<file path="config.mk">
export PLATFORM = sky130hd
export DESIGN_NAME = percent_decoder_field_split_core
export DESIGN_NICKNAME = d
export VERILOG_FILES = /design/src/rtl/core/pdfs_pkg.sv /design/src/rtl/core/pdfs_front.sv /design/src/rtl/core/pdfs_queue.sv /design/src/rtl/core/pdfs_back.sv /design/src/rtl/core/percent_decoder_field_split_core.sv
export SDC_FILE = /design/constraint.sdc
export NUM_CORES = 1
export LEC_CHECK = 0
export BUFFER_PORTS_ARGS = -buffer_cell sky130_fd_sc_hd__buf_2
export CAP_MARGIN = 25
export CORE_ASPECT_RATIO = 1.75
export CORE_UTILIZATION = 56
export CTS_CLUSTER_SIZE = 30
export DETAILED_ROUTE_END_ITERATION = 16
export GPL_TIMING_DRIVEN = 0
export HOLD_SLACK_MARGIN = 0.1
export MAX_ROUTING_LAYER = met4
export PLACE_DENSITY = 0.76
export SLEW_MARGIN = 20
export SYNTH_ARGS = -nofsm -noshare
export SYNTH_HDL_FRONTEND = slang
export SYNTH_SLANG_ARGS = --single-unit
</file>
<file path="constraint.sdc">
create_clock -name clk -period 11.9 [get_ports clk]
set_input_delay 2.975 -clock clk [delete_from_list [all_inputs] [get_ports clk]]
set_output_delay 2.975 -clock clk [all_outputs]
set_load 0.02 [all_outputs]
</file>
<file path="src/rtl/core/pdfs_pkg.sv">
// ----------------------------------------------------------------------------
// pdfs_pkg
// Shared types, character codes and helpers for the percent decoder with
// field split.
// ----------------------------------------------------------------------------
package pdfs_pkg;

  localparam logic [7:0] CH_PERCENT = 8'h25;  // '%'
  localparam logic [7:0] CH_BAR     = 8'h7C;  // '|'
  localparam logic [7:0] CH_0       = 8'h30;
  localparam logic [7:0] CH_9       = 8'h39;
  localparam logic [7:0] CH_LA      = 8'h61;  // 'a'
  localparam logic [7:0] CH_LF      = 8'h66;  // 'f'
  localparam logic [7:0] CH_UA      = 8'h41;  // 'A'
  localparam logic [7:0] CH_UF      = 8'h46;  // 'F'

  localparam int MaxResults = 4;
  localparam int QueueDepth = 2;

  typedef enum logic [1:0] {
    KIND_BYTE  = 2'd0,
    KIND_FIELD = 2'd1,
    KIND_LINE  = 2'd2
  } kind_t;

  typedef enum logic [1:0] {
    PEND_NONE    = 2'd0,
    PEND_PERCENT = 2'd1,
    PEND_DIGIT   = 2'd2
  } pend_t;

  typedef struct packed {
    kind_t      kind;
    logic [7:0] data;
  } entry_t;

  // One accepted input item's worth of results.
  typedef struct packed {
    logic [2:0]            count;
    entry_t [MaxResults-1:0] ent;
  } job_t;

  // {is_hex, nibble}
  function automatic logic [4:0] hex_decode(input logic [7:0] c);
    logic [4:0] r;
    r = 5'd0;
    if (c >= CH_0 && c <= CH_9) begin
      r = {1'b1, 4'(c - CH_0)};
    end else if (c >= CH_LA && c <= CH_LF) begin
      r = {1'b1, 4'(c - CH_LA + 8'd10)};
    end else if (c >= CH_UA && c <= CH_UF) begin
      r = {1'b1, 4'(c - CH_UA + 8'd10)};
    end
    return r;
  endfunction

  function automatic job_t add_entry(input job_t j, input kind_t k, input logic [7:0] b);
    job_t r;
    r = j;
    r.ent[j.count[1:0]].kind = k;
    r.ent[j.count[1:0]].data = (k == KIND_BYTE) ? b : 8'd0;
    r.count = j.count + 3'd1;
    return r;
  endfunction

endpackage

</file>
<file path="src/rtl/core/pdfs_front.sv">
// ----------------------------------------------------------------------------
// pdfs_front
// Accepts input beats, tracks escape state and builds the result list of
// each beat combinationally.
// ----------------------------------------------------------------------------
module pdfs_front (
  input  logic            clk,
  input  logic            rst,
  input  logic            in_valid,
  output logic            in_stall,
  input  logic            has_byte,
  input  logic [7:0]      in_byte,
  input  logic            end_of_line,
  input  logic            q_full,
  output logic            push,
  output pdfs_pkg::job_t  job
);

  pdfs_pkg::pend_t pending, pending_next;
  logic [7:0]      held, held_next;
  logic            accept;

  assign in_stall = q_full;
  assign accept   = in_valid && !q_full;
  assign push     = accept && (job.count != 3'd0);

  always_comb begin
    logic [4:0] hb;
    logic [4:0] hh;
    pdfs_pkg::job_t j;
    pdfs_pkg::pend_t pc;
    logic [7:0] hd;
    logic replay;
    hb = pdfs_pkg::hex_decode(in_byte);
    hh = pdfs_pkg::hex_decode(held);
    j = '0;
    pc = pending;
    hd = held;
    replay = 1'b0;
    if (has_byte) begin
      if (in_byte == pdfs_pkg::CH_BAR) begin
        if (pc == pdfs_pkg::PEND_PERCENT || pc == pdfs_pkg::PEND_DIGIT) begin
          j = pdfs_pkg::add_entry(j, pdfs_pkg::KIND_BYTE, pdfs_pkg::CH_PERCENT);
        end
        if (pc == pdfs_pkg::PEND_DIGIT) begin
          j = pdfs_pkg::add_entry(j, pdfs_pkg::KIND_BYTE, hd);
        end
        pc = pdfs_pkg::PEND_NONE;
        hd = 8'd0;
        j = pdfs_pkg::add_entry(j, pdfs_pkg::KIND_FIELD, 8'd0);
      end else if (pc == pdfs_pkg::PEND_PERCENT) begin
        if (hb[4]) begin
          hd = in_byte;
          pc = pdfs_pkg::PEND_DIGIT;
        end else begin
          j = pdfs_pkg::add_entry(j, pdfs_pkg::KIND_BYTE, pdfs_pkg::CH_PERCENT);
          replay = 1'b1;
        end
      end else if (pc == pdfs_pkg::PEND_DIGIT) begin
        if (hh[4] && hb[4]) begin
          j = pdfs_pkg::add_entry(j, pdfs_pkg::KIND_BYTE, {hh[3:0], hb[3:0]});
          pc = pdfs_pkg::PEND_NONE;
          hd = 8'd0;
        end else begin
          j = pdfs_pkg::add_entry(j, pdfs_pkg::KIND_BYTE, pdfs_pkg::CH_PERCENT);
          j = pdfs_pkg::add_entry(j, pdfs_pkg::KIND_BYTE, hd);
          hd = 8'd0;
          replay = 1'b1;
        end
      end else begin
        replay = 1'b1;
      end
      // byte handled with no escape open
      if (replay) begin
        if (in_byte == pdfs_pkg::CH_PERCENT) begin
          pc = pdfs_pkg::PEND_PERCENT;
        end else begin
          pc = pdfs_pkg::PEND_NONE;
          j = pdfs_pkg::add_entry(j, pdfs_pkg::KIND_BYTE, in_byte);
        end
      end
    end
    if (end_of_line) begin
      if (pc == pdfs_pkg::PEND_PERCENT || pc == pdfs_pkg::PEND_DIGIT) begin
        j = pdfs_pkg::add_entry(j, pdfs_pkg::KIND_BYTE, pdfs_pkg::CH_PERCENT);
      end
      if (pc == pdfs_pkg::PEND_DIGIT) begin
        j = pdfs_pkg::add_entry(j, pdfs_pkg::KIND_BYTE, hd);
      end
      pc = pdfs_pkg::PEND_NONE;
      hd = 8'd0;
      j = pdfs_pkg::add_entry(j, pdfs_pkg::KIND_LINE, 8'd0);
    end
    job = j;
    pending_next = pc;
    held_next = hd;
  end

  always_ff @(posedge clk) begin
    if (rst) begin
      pending <= pdfs_pkg::PEND_NONE;
      held    <= 8'd0;
    end else if (accept) begin
      pending <= pending_next;
      held    <= held_next;
    end
  end

`ifndef ASSERT_OFF
  a_pend_legal: assert property (@(posedge clk) disable iff (rst)
    pending != 2'd3)
    else $error("pdfs_front: illegal escape state");
  a_held_hex: assert property (@(posedge clk) disable iff (rst)
    pending == pdfs_pkg::PEND_DIGIT |-> pdfs_pkg::hex_decode(held) >= 5'h10)
    else $error("pdfs_front: held digit is not hex");
`endif

endmodule

</file>
<file path="src/rtl/core/pdfs_queue.sv">
// ----------------------------------------------------------------------------
// pdfs_queue
// Two-entry job queue between the front and the back.
// ----------------------------------------------------------------------------
module pdfs_queue (
  input  logic            clk,
  input  logic            rst,
  input  logic            push,
  input  pdfs_pkg::job_t  push_job,
  output logic            full,
  output logic            q_valid,
  output pdfs_pkg::job_t  q_job,
  input  logic            pop
);

  localparam int PtrW = $clog2(pdfs_pkg::QueueDepth);
  localparam int CntW = $clog2(pdfs_pkg::QueueDepth + 1);

  pdfs_pkg::job_t slots [pdfs_pkg::QueueDepth];
  logic [PtrW-1:0] wr_ptr, rd_ptr;
  logic [CntW-1:0] count;

  assign full    = (count == CntW'(pdfs_pkg::QueueDepth));
  assign q_valid = (count != '0);
  assign q_job   = slots[rd_ptr];

  always_ff @(posedge clk) begin
    if (push) begin
      slots[wr_ptr] <= push_job;
    end
  end

  always_ff @(posedge clk) begin
    if (rst) begin
      wr_ptr <= '0;
      rd_ptr <= '0;
      count  <= '0;
    end else begin
      if (push) begin
        wr_ptr <= (wr_ptr == PtrW'(pdfs_pkg::QueueDepth - 1)) ? '0 : wr_ptr + 1'b1;
      end
      if (pop) begin
        rd_ptr <= (rd_ptr == PtrW'(pdfs_pkg::QueueDepth - 1)) ? '0 : rd_ptr + 1'b1;
      end
      if (push && !pop) begin
        count <= count + 1'b1;
      end else if (pop && !push) begin
        count <= count - 1'b1;
      end
    end
  end

`ifndef ASSERT_OFF
  a_no_overflow: assert property (@(posedge clk) disable iff (rst)
    full |-> !push)
    else $error("pdfs_queue: push while full");
  a_no_underflow: assert property (@(posedge clk) disable iff (rst)
    pop |-> q_valid)
    else $error("pdfs_queue: pop while empty");
`endif

endmodule

</file>
<file path="src/rtl/core/pdfs_back.sv">
// ----------------------------------------------------------------------------
// pdfs_back
// Holds one job and plays its results out, one beat per cycle unless stalled.
// ----------------------------------------------------------------------------
module pdfs_back (
  input  logic            clk,
  input  logic            rst,
  input  logic            q_valid,
  input  pdfs_pkg::job_t  q_job,
  output logic            pop,
  output logic            out_valid,
  input  logic            out_stall,
  output logic [1:0]      kind,
  output logic [7:0]      out_byte,
  output logic            last_of_run
);

  pdfs_pkg::job_t cur;
  logic           busy;
  logic [1:0]     idx;
  logic           out_accept;
  logic           at_last;

  assign at_last     = ({1'b0, idx} == cur.count - 3'd1);
  assign out_valid   = busy;
  assign out_accept  = busy && !out_stall;
  assign pop         = q_valid && (!busy || (out_accept && at_last));
  assign kind        = cur.ent[idx].kind;
  assign out_byte    = cur.ent[idx].data;
  assign last_of_run = at_last;

  always_ff @(posedge clk) begin
    if (pop) begin
      cur <= q_job;
    end
  end

  always_ff @(posedge clk) begin
    if (rst) begin
      busy <= 1'b0;
      idx  <= 2'd0;
    end else if (pop) begin
      busy <= 1'b1;
      idx  <= 2'd0;
    end else if (out_accept) begin
      if (at_last) begin
        busy <= 1'b0;
        idx  <= 2'd0;
      end else begin
        idx <= idx + 2'd1;
      end
    end
  end

`ifndef ASSERT_OFF
  a_idx_in_job: assert property (@(posedge clk) disable iff (rst)
    busy |-> ({1'b0, idx} < cur.count))
    else $error("pdfs_back: result index past job end");
`endif

endmodule

</file>
<file path="src/rtl/core/percent_decoder_field_split_core.sv">
// ----------------------------------------------------------------------------
// percent_decoder_field_split_core
// Percent decoder with '|' field split, one encoded byte per input beat.
// ----------------------------------------------------------------------------
// Usage:
//   Input channel (in_valid / in_stall): one beat carries has_byte, in_byte
//   and end_of_line. A beat with has_byte low and end_of_line high closes the
//   line; one with both low is taken and produces nothing.
//   Output channel (out_valid / out_stall): each beat is one result: a
//   decoded byte (kind 0), a field end (kind 1) or a field end that also
//   ends the line (kind 2). last_of_run marks the final result of an input.
//   Path: the queue registers the result list of an input beat at accept,
//   the back then loads it into its job register, and the first result is
//   driven from that register.
//   Throughput: one input beat per cycle while the receiver does not stall
//   and every beat gives at most one result; a beat gives up to 4 results
//   on a broken escape at a line end. The output port (one result per
//   cycle) sets the sustained rate.
//   A two-entry job queue decouples the sides: in_stall rises only when it
//   is full, so a stalled receiver backs up into the queue, then the input.
//   Reset (rst, synchronous) clears the escape state, the queue and the
//   output; no clearing pass, inputs are taken the cycle after reset.
// ----------------------------------------------------------------------------
module percent_decoder_field_split_core (
  input  logic       clk,
  input  logic       rst,
  input  logic       in_valid,
  output logic       in_stall,
  input  logic       has_byte,
  input  logic [7:0] in_byte,
  input  logic       end_of_line,
  output logic       out_valid,
  input  logic       out_stall,
  output logic [1:0] kind,
  output logic [7:0] out_byte,
  output logic       last_of_run
);

  // front -> queue
  logic           push;
  pdfs_pkg::job_t push_job;
  logic           q_full;

  // queue -> back
  logic           q_valid;
  pdfs_pkg::job_t q_job;
  logic           pop;

  // Front: escape tracking, builds up to four results per beat.
  pdfs_front u_front (
    .clk         (clk),
    .rst         (rst),
    .in_valid    (in_valid),
    .in_stall    (in_stall),
    .has_byte    (has_byte),
    .in_byte     (in_byte),
    .end_of_line (end_of_line),
    .q_full      (q_full),
    .push        (push),
    .job         (push_job)
  );

  // Beats with no results never enter the queue.
  pdfs_queue u_queue (
    .clk      (clk),
    .rst      (rst),
    .push     (push),
    .push_job (push_job),
    .full     (q_full),
    .q_valid  (q_valid),
    .q_job    (q_job),
    .pop      (pop)
  );

  // Back: serializes one job; loads the next in the cycle its last beat goes.
  pdfs_back u_back (
    .clk         (clk),
    .rst         (rst),
    .q_valid     (q_valid),
    .q_job       (q_job),
    .pop         (pop),
    .out_valid   (out_valid),
    .out_stall   (out_stall),
    .kind        (kind),
    .out_byte    (out_byte),
    .last_of_run (last_of_run)
  );

endmodule

</file>
==> results of run 1 <==
[cells by family (layout without fill, tap and decap cells)]
| logic type | Yosys count | count (layout) | synth area share |
|---|---|---|---|
| mux | 61 | 61 | 0.106 |
| simple gates | 142 | 142 | 0.0982 |
| buf+inv | 66 | 124 | 0.0344 |
| xor+xnor | 15 | 15 | 0.0193 |
| fa+ha+maj | 33 | 33 | 0.0550 |
| flops | 146 | 146 | 0.562 |
| compound gates | 145 | 145 | 0.125 |
[sequential cells by signal (all words and copies together) (netlist names)]
name and flops:
u_queue.count 2, u_queue.wr_ptr 1, u_queue.rd_ptr 1, u_back.cur 43
u_front.held 8, u_queue.slots 86, u_back.out_valid 1, u_back.idx 2
u_front.pending 2
[cell type report]
class | count | area (um2)
timing repair buffer | 26 | 198
fill | 948 | 4470
clock inverter | 15 | 168
sequential | 146 | 4210
tap | 171 | 214
buffer | 35 | 141
inverter | 31 | 116
multi-input combinational | 396 | 3060
clock buffer | 17 | 425
[cells in the mapped netlist (all sizes together) (6+ instances only)]
library cell	instances
nand2	33
mux2	46
xnor2	8
nand3	10
inv	31
o22ai	10
a22oi	7
ha	33
a21oi	47
dfxtp	17
and2	11
nor2b	6
o21ai	27
o21bai	12
nor2	37
clkbuf	22
buf	13
nand2b	10
xor2	6
mux4	10
edfxtp	129
[layer usage]
layer	track usage	routed length, um	vias to the layer above
li1	-	-	2368
met4	0.195	1040	0
met1	0.317	7010	2557
met3	0.0541	736	69
met5	-	0	-
met2	0.497	9990	203
[stage by stage]
| stage | hold WS [ns] | total power [mW] | setup TNS, ns | std cells |
|---|---|---|---|---|
| after global routing | 0.558 | 1.63 | 0 | 837 |
| after detailed placement | 0.531 | 1.05 | 0 | 805 |
| after floorplan | 0.480 | 0.939 | 0 | 608 |
| after global placement | 0.492 | 1.02 | -199.35 | 798 |
| final | 0.545 | 1.58 | 0 | 837 |
| after CTS | 0.542 | 1.59 | 0 | 837 |
[worst max-delay path: cells and delay by family]
kind	cells	cell delay (ns)
xor gates and xnor gates	1	0.38
and+or+nand+nor	7	2.00
muxes	3	0.87
AOI/OAI and AO/OA	4	1.23
buffers and inverters	6	1.08
adders and majority gates	5	1.44
[worst max-delay path by stage]
stage                from              endpoint  slack (ns)  cells past startpoint
2_1_floorplan  in_byte[1]   u_queue.slots[0][0]        0.26                     22
3_3_place_gp   in_byte[1]   u_queue.slots[1][4]       -2.32                     23
3_5_place_dp   in_byte[1]      u_queue.count[1]        1.63                     27
4_1_cts        in_byte[1]  u_queue.slots[0][23]        2.00                     26
5_1_grt        in_byte[1]  u_queue.slots[0][33]        1.61                     26
6_report       in_byte[1]   u_queue.slots[0][3]        2.02                     26
[where the power goes]
group | leakage, nW | switching (mW) | internal [mW]
Clock | 0.277 | 0.204 | 0.327
Sequential | 1.36 | 0.0373 | 0.687
Combinational | 1.35 | 0.192 | 0.131
==> flow_summary.ini, run 1 <==
[status]
status = completed

[worst_setup_path]
critPathRequiredTime_ns = 12.02
critPathArrivalTime_ns = 10.00
slowest_delay_ns = 0.49
worstReg2RegEnd = u_queue.slots[0][3]
crit_path_start_kind = input pin
worstReg2RegStart = u_front.held[0]
ff2ff_path_depth = 24
regToRegSetupSlack_ns = 4.46
cpMostUsedCell = ha_1
crit_type = in2reg
crit_path_max_fanout = 14
cp_slowest_cell = or4_1
cp-end-kind = flop

[routing]
drt_first_pass_iters = 5
drc_errors = 0
dr_total_vias = 5197
wl_per_cell_um = 22.4
drt-initial-drc-count = 364
drt-total-wl_um = 18800
ant_nets = 0
vias_per_cell = 6.21

[synthesis]
seq_area_frac_synth = 0.562
synthArstFlopShare = 0
ys_types = 62
yosys_warnings = 0
synth_fp_nets = 655
synth_edf_count = 129
synth_area_um2 = 7500
synthFlopType = edfxtp_1
yosys.area.top_type = edfxtp_1
syn_inst = 608
synth_area_leaders = edfxtp_1 (52%), mux2_2 (6.9%), ha_1 (5.5%)
synth.avg_cell_area_um2 = 12.3
synth_top_area_frac = 0.516
ys_ff_latch = 146

[clock_tree]
h-tree-depth = 4
worst_skew_pair.late_latency_ns = 0.42
root_buffer = clkbuf_16
ctsResizeCount = 0
cts.sinks = 146
clk_pin_slew_ns = 0.05
cts_max_path_buffers = 2
ctsHoldBuffers = 0
cts_tree = built
cts_made_buffers = 17
post-cts-setup-buffers = 0

[sta]
finalSetupViolations = 0
worst_slew_pin_slew_ns = 0.909
finalCritPeriodShare = 0.831
hold_violations = 0
clock_skew_ns = 0.00527
finalWorstSetupSlack_ns = 2.02
fmax_ghz = 0.101
period_needed_ns = 9.88
grt_setup_unrepaired = no
final_max_slew_viol_count = 0
slew_headroom = 0.394

[final_layout]
final_common_cell = edfxtp_1
final_cell_mix = edfxtp_1 (129), a21oi_1 (46), mux2_2 (46), nor2_1 (37)
insertedDiodeCount = 0
stdcell_area_um2 = 8530
layout-drive-gt1-share = 0.201
nets = 700
final_util = 0.656
area_delta_synth_final_pct = 13.7

[place]
place_congestion = 0.940
post-place-ws_ns = 1.63
place_area_um2 = 7940
io_buffers = 19
hpwl_um = 13500

[power]
peakVddDrop_mv = 0.0973
power.leakage_nw = 2.98
power_density_nw_per_um2 = 185

[min_path]
min_to = u_front.held[6]
min-delay-start = u_front.held[6]
min_path_type = reg2reg
holdPathStages = 2

[grt]
antenna_found_initial = 0
grt_max_degree = 33
grt_pass1_wl_um = 28400
grt.overflow.total = 0
grtUsageTotal = 0.298
grt_pass1_vias = 5243

[run]
max-cap-violations = 0

[floorplan]
initial_core_util = 0.577
rows = 55
dieArea_um2 = 13900
core_um2 = 13000
die_w_um = 89.5
io_pins = 27
die_h_um = 155
No activity file was read; power rests on OpenSTA's default activity.
==> run 2: changes to the inputs <==
--- a/config.mk
+++ b/config.mk
@@ -8,13 +8,13 @@
 export BUFFER_PORTS_ARGS = -buffer_cell sky130_fd_sc_hd__buf_2
 export CAP_MARGIN = 25
 export CORE_ASPECT_RATIO = 1.75
-export CORE_UTILIZATION = 56
+export CORE_UTILIZATION = 60
 export CTS_CLUSTER_SIZE = 30
 export DETAILED_ROUTE_END_ITERATION = 16
 export GPL_TIMING_DRIVEN = 0
 export HOLD_SLACK_MARGIN = 0.1
 export MAX_ROUTING_LAYER = met4
-export PLACE_DENSITY = 0.76
+export PLACE_DENSITY = 0.78
 export SLEW_MARGIN = 20
 export SYNTH_ARGS = -nofsm -noshare
 export SYNTH_HDL_FRONTEND = slang
==> constraint.sdc (replaced) <==
create_clock -name clk -period 10.1 [get_ports clk]
set_input_delay 2.525 -clock clk [delete_from_list [all_inputs] [get_ports clk]]
set_output_delay 2.525 -clock clk [all_outputs]
set_load 0.02 [all_outputs]
==> flow_summary.ini, run 2 (synthesized netlist as in run 1, its figures left out) <==
[min_path]
min_to = u_back.cur[5]
min_path_type = reg2reg
min-delay-start = u_queue.slots[1][5]
holdPathStages = 1

[worst_setup_path]
critPathArrivalTime_ns = 9.63
worstReg2RegStart = u_front.held[0]
crit_buf_inv = 6
cp_slowest_cell = a31oi_1
ff2ff_path_depth = 24
cp-end-kind = flop
cp_top_family = simple AND/OR/NAND/NOR gates
critPathRequiredTime_ns = 10.21
crit_type = in2reg
slowest_delay_ns = 0.55
regToRegSetupSlack_ns = 2.60
worstReg2RegEnd = u_queue.slots[0][16]
crit_start = in_byte[1]
crit_path_max_fanout = 14
crit_path_start_kind = input pin
cpMostUsedCell = ha_1

[sta]
finalCritPeriodShare = 0.942
final_max_slew_viol_count = 0
clock_skew_ns = 0.0132
worst_slew_pin_slew_ns = 1.00
period_needed_ns = 9.51
hold_violations = 0
fmax_ghz = 0.105
slew_headroom = 0.329
holdWs_ns = 0.547
setup_tns_ns = 0
finalSetupViolations = 0
grt_setup_unrepaired = no

[clock_tree]
ctsHoldBuffers = 0
post-cts-setup-buffers = 0
cts_max_path_buffers = 2
clk_pin_slew_ns = 0.06
h-tree-depth = 4
worst_skew_pair.late_latency_ns = 0.42
cts_tree = built
ctsResizeCount = 0
cts.sinks = 146
cts_made_buffers = 17
root_buffer = clkbuf_16

[floorplan]
io_pins = 27
die_h_um = 150
dieArea_um2 = 13000
die_w_um = 86.5
core_um2 = 12100
rows = 53
initial_core_util = 0.622

[final_layout]
largest_reg_flops = 86
final_common_cell = edfxtp_1
final_util = 0.709
layout-drive-gt1-share = 0.204
stdcell_area_um2 = 8550
insertedDiodeCount = 0
top_regs = u_queue.slots: 86 flops, u_back.cur: 43 flops, u_front.held: 8 flops
area_delta_synth_final_pct = 14.0
fill_cells = 880
nets = 700
top_register = u_queue.slots
final_cell_mix = edfxtp_1 (129), a21oi_1 (46), mux2_2 (46), nor2_1 (37)

[place]
io_buffers = 19
place_congestion = 1.02
place_area_um2 = 7940
hpwl_um = 13500

[routing]
vias_per_cell = 6.22
drc_errors = 0
drt_first_pass_iters = 7
wl_per_cell_um = 23.4
drt-total-wl_um = 19400
ant_nets = 0
dr_total_vias = 5168
drt-initial-drc-count = 348

[grt]
antenna_found_initial = 0
grt_pass1_wl_um = 29500
grt_pass1_vias = 5152
grtUsageTotal = 0.331
grt_max_degree = 27
grt.overflow.total = 0

[power]
peakVddDrop_mv = 0.139
power_density_nw_per_um2 = 222
power.leakage_nw = 3.01

[run]
max-cap-violations = 0

[status]
status = completed
[run 2: layout make-up]
cell class	count	area [um2]	area share
buffer	35	141	0.0165
timing repair buffer	26	201	0.0236
clock buffer	18	429	0.0502
inverter	31	116	0.0136
multi-input combinational	396	3060	0.357
tap	165	206	0.0241
clock inverter	14	188	0.0219
sequential	146	4210	0.493
[run 2: worst max path at each step]
stage	end	slack (ns)	cells past startpoint
2_1_floorplan	u_queue.slots[0][0]	-1.09	22
3_3_place_gp	u_queue.slots[1][4]	-3.96	23
3_5_place_dp	u_queue.slots[0][24]	0.26	26
4_1_cts	u_queue.slots[1][16]	0.66	26
5_1_grt	u_queue.count[1]	0.21	27
6_report	u_queue.slots[0][16]	0.59	26
[run 2: stage by stage]
| step | std cells | total power, mW | worst slack (ns) |
|---|---|---|---|
| after global placement | 792 | 1.20 | -3.96 |
| after CTS | 831 | 1.91 | 0.661 |
| after global routing | 831 | 1.96 | 0.209 |
| after detailed placement | 799 | 1.24 | 0.259 |
| after floorplan | 608 | 1.11 | -1.09 |
| final | 831 | 1.90 | 0.587 |
[run 2: layer usage]
metal,up-vias,track usage,share of wire
met5,-,-,0
met4,0,0.169,0.044
met3,53,0.0629,0.039
met2,198,0.582,0.55
met1,2542,0.350,0.37
li1,2375,-,-
[run 2: where the power goes]
part	total [mW]	leakage, nW	switching (mW)	internal [mW]
Clock	0.654	0.304	0.241	0.412
Combinational	0.389	1.35	0.232	0.157
Sequential	0.857	1.36	0.0467	0.810
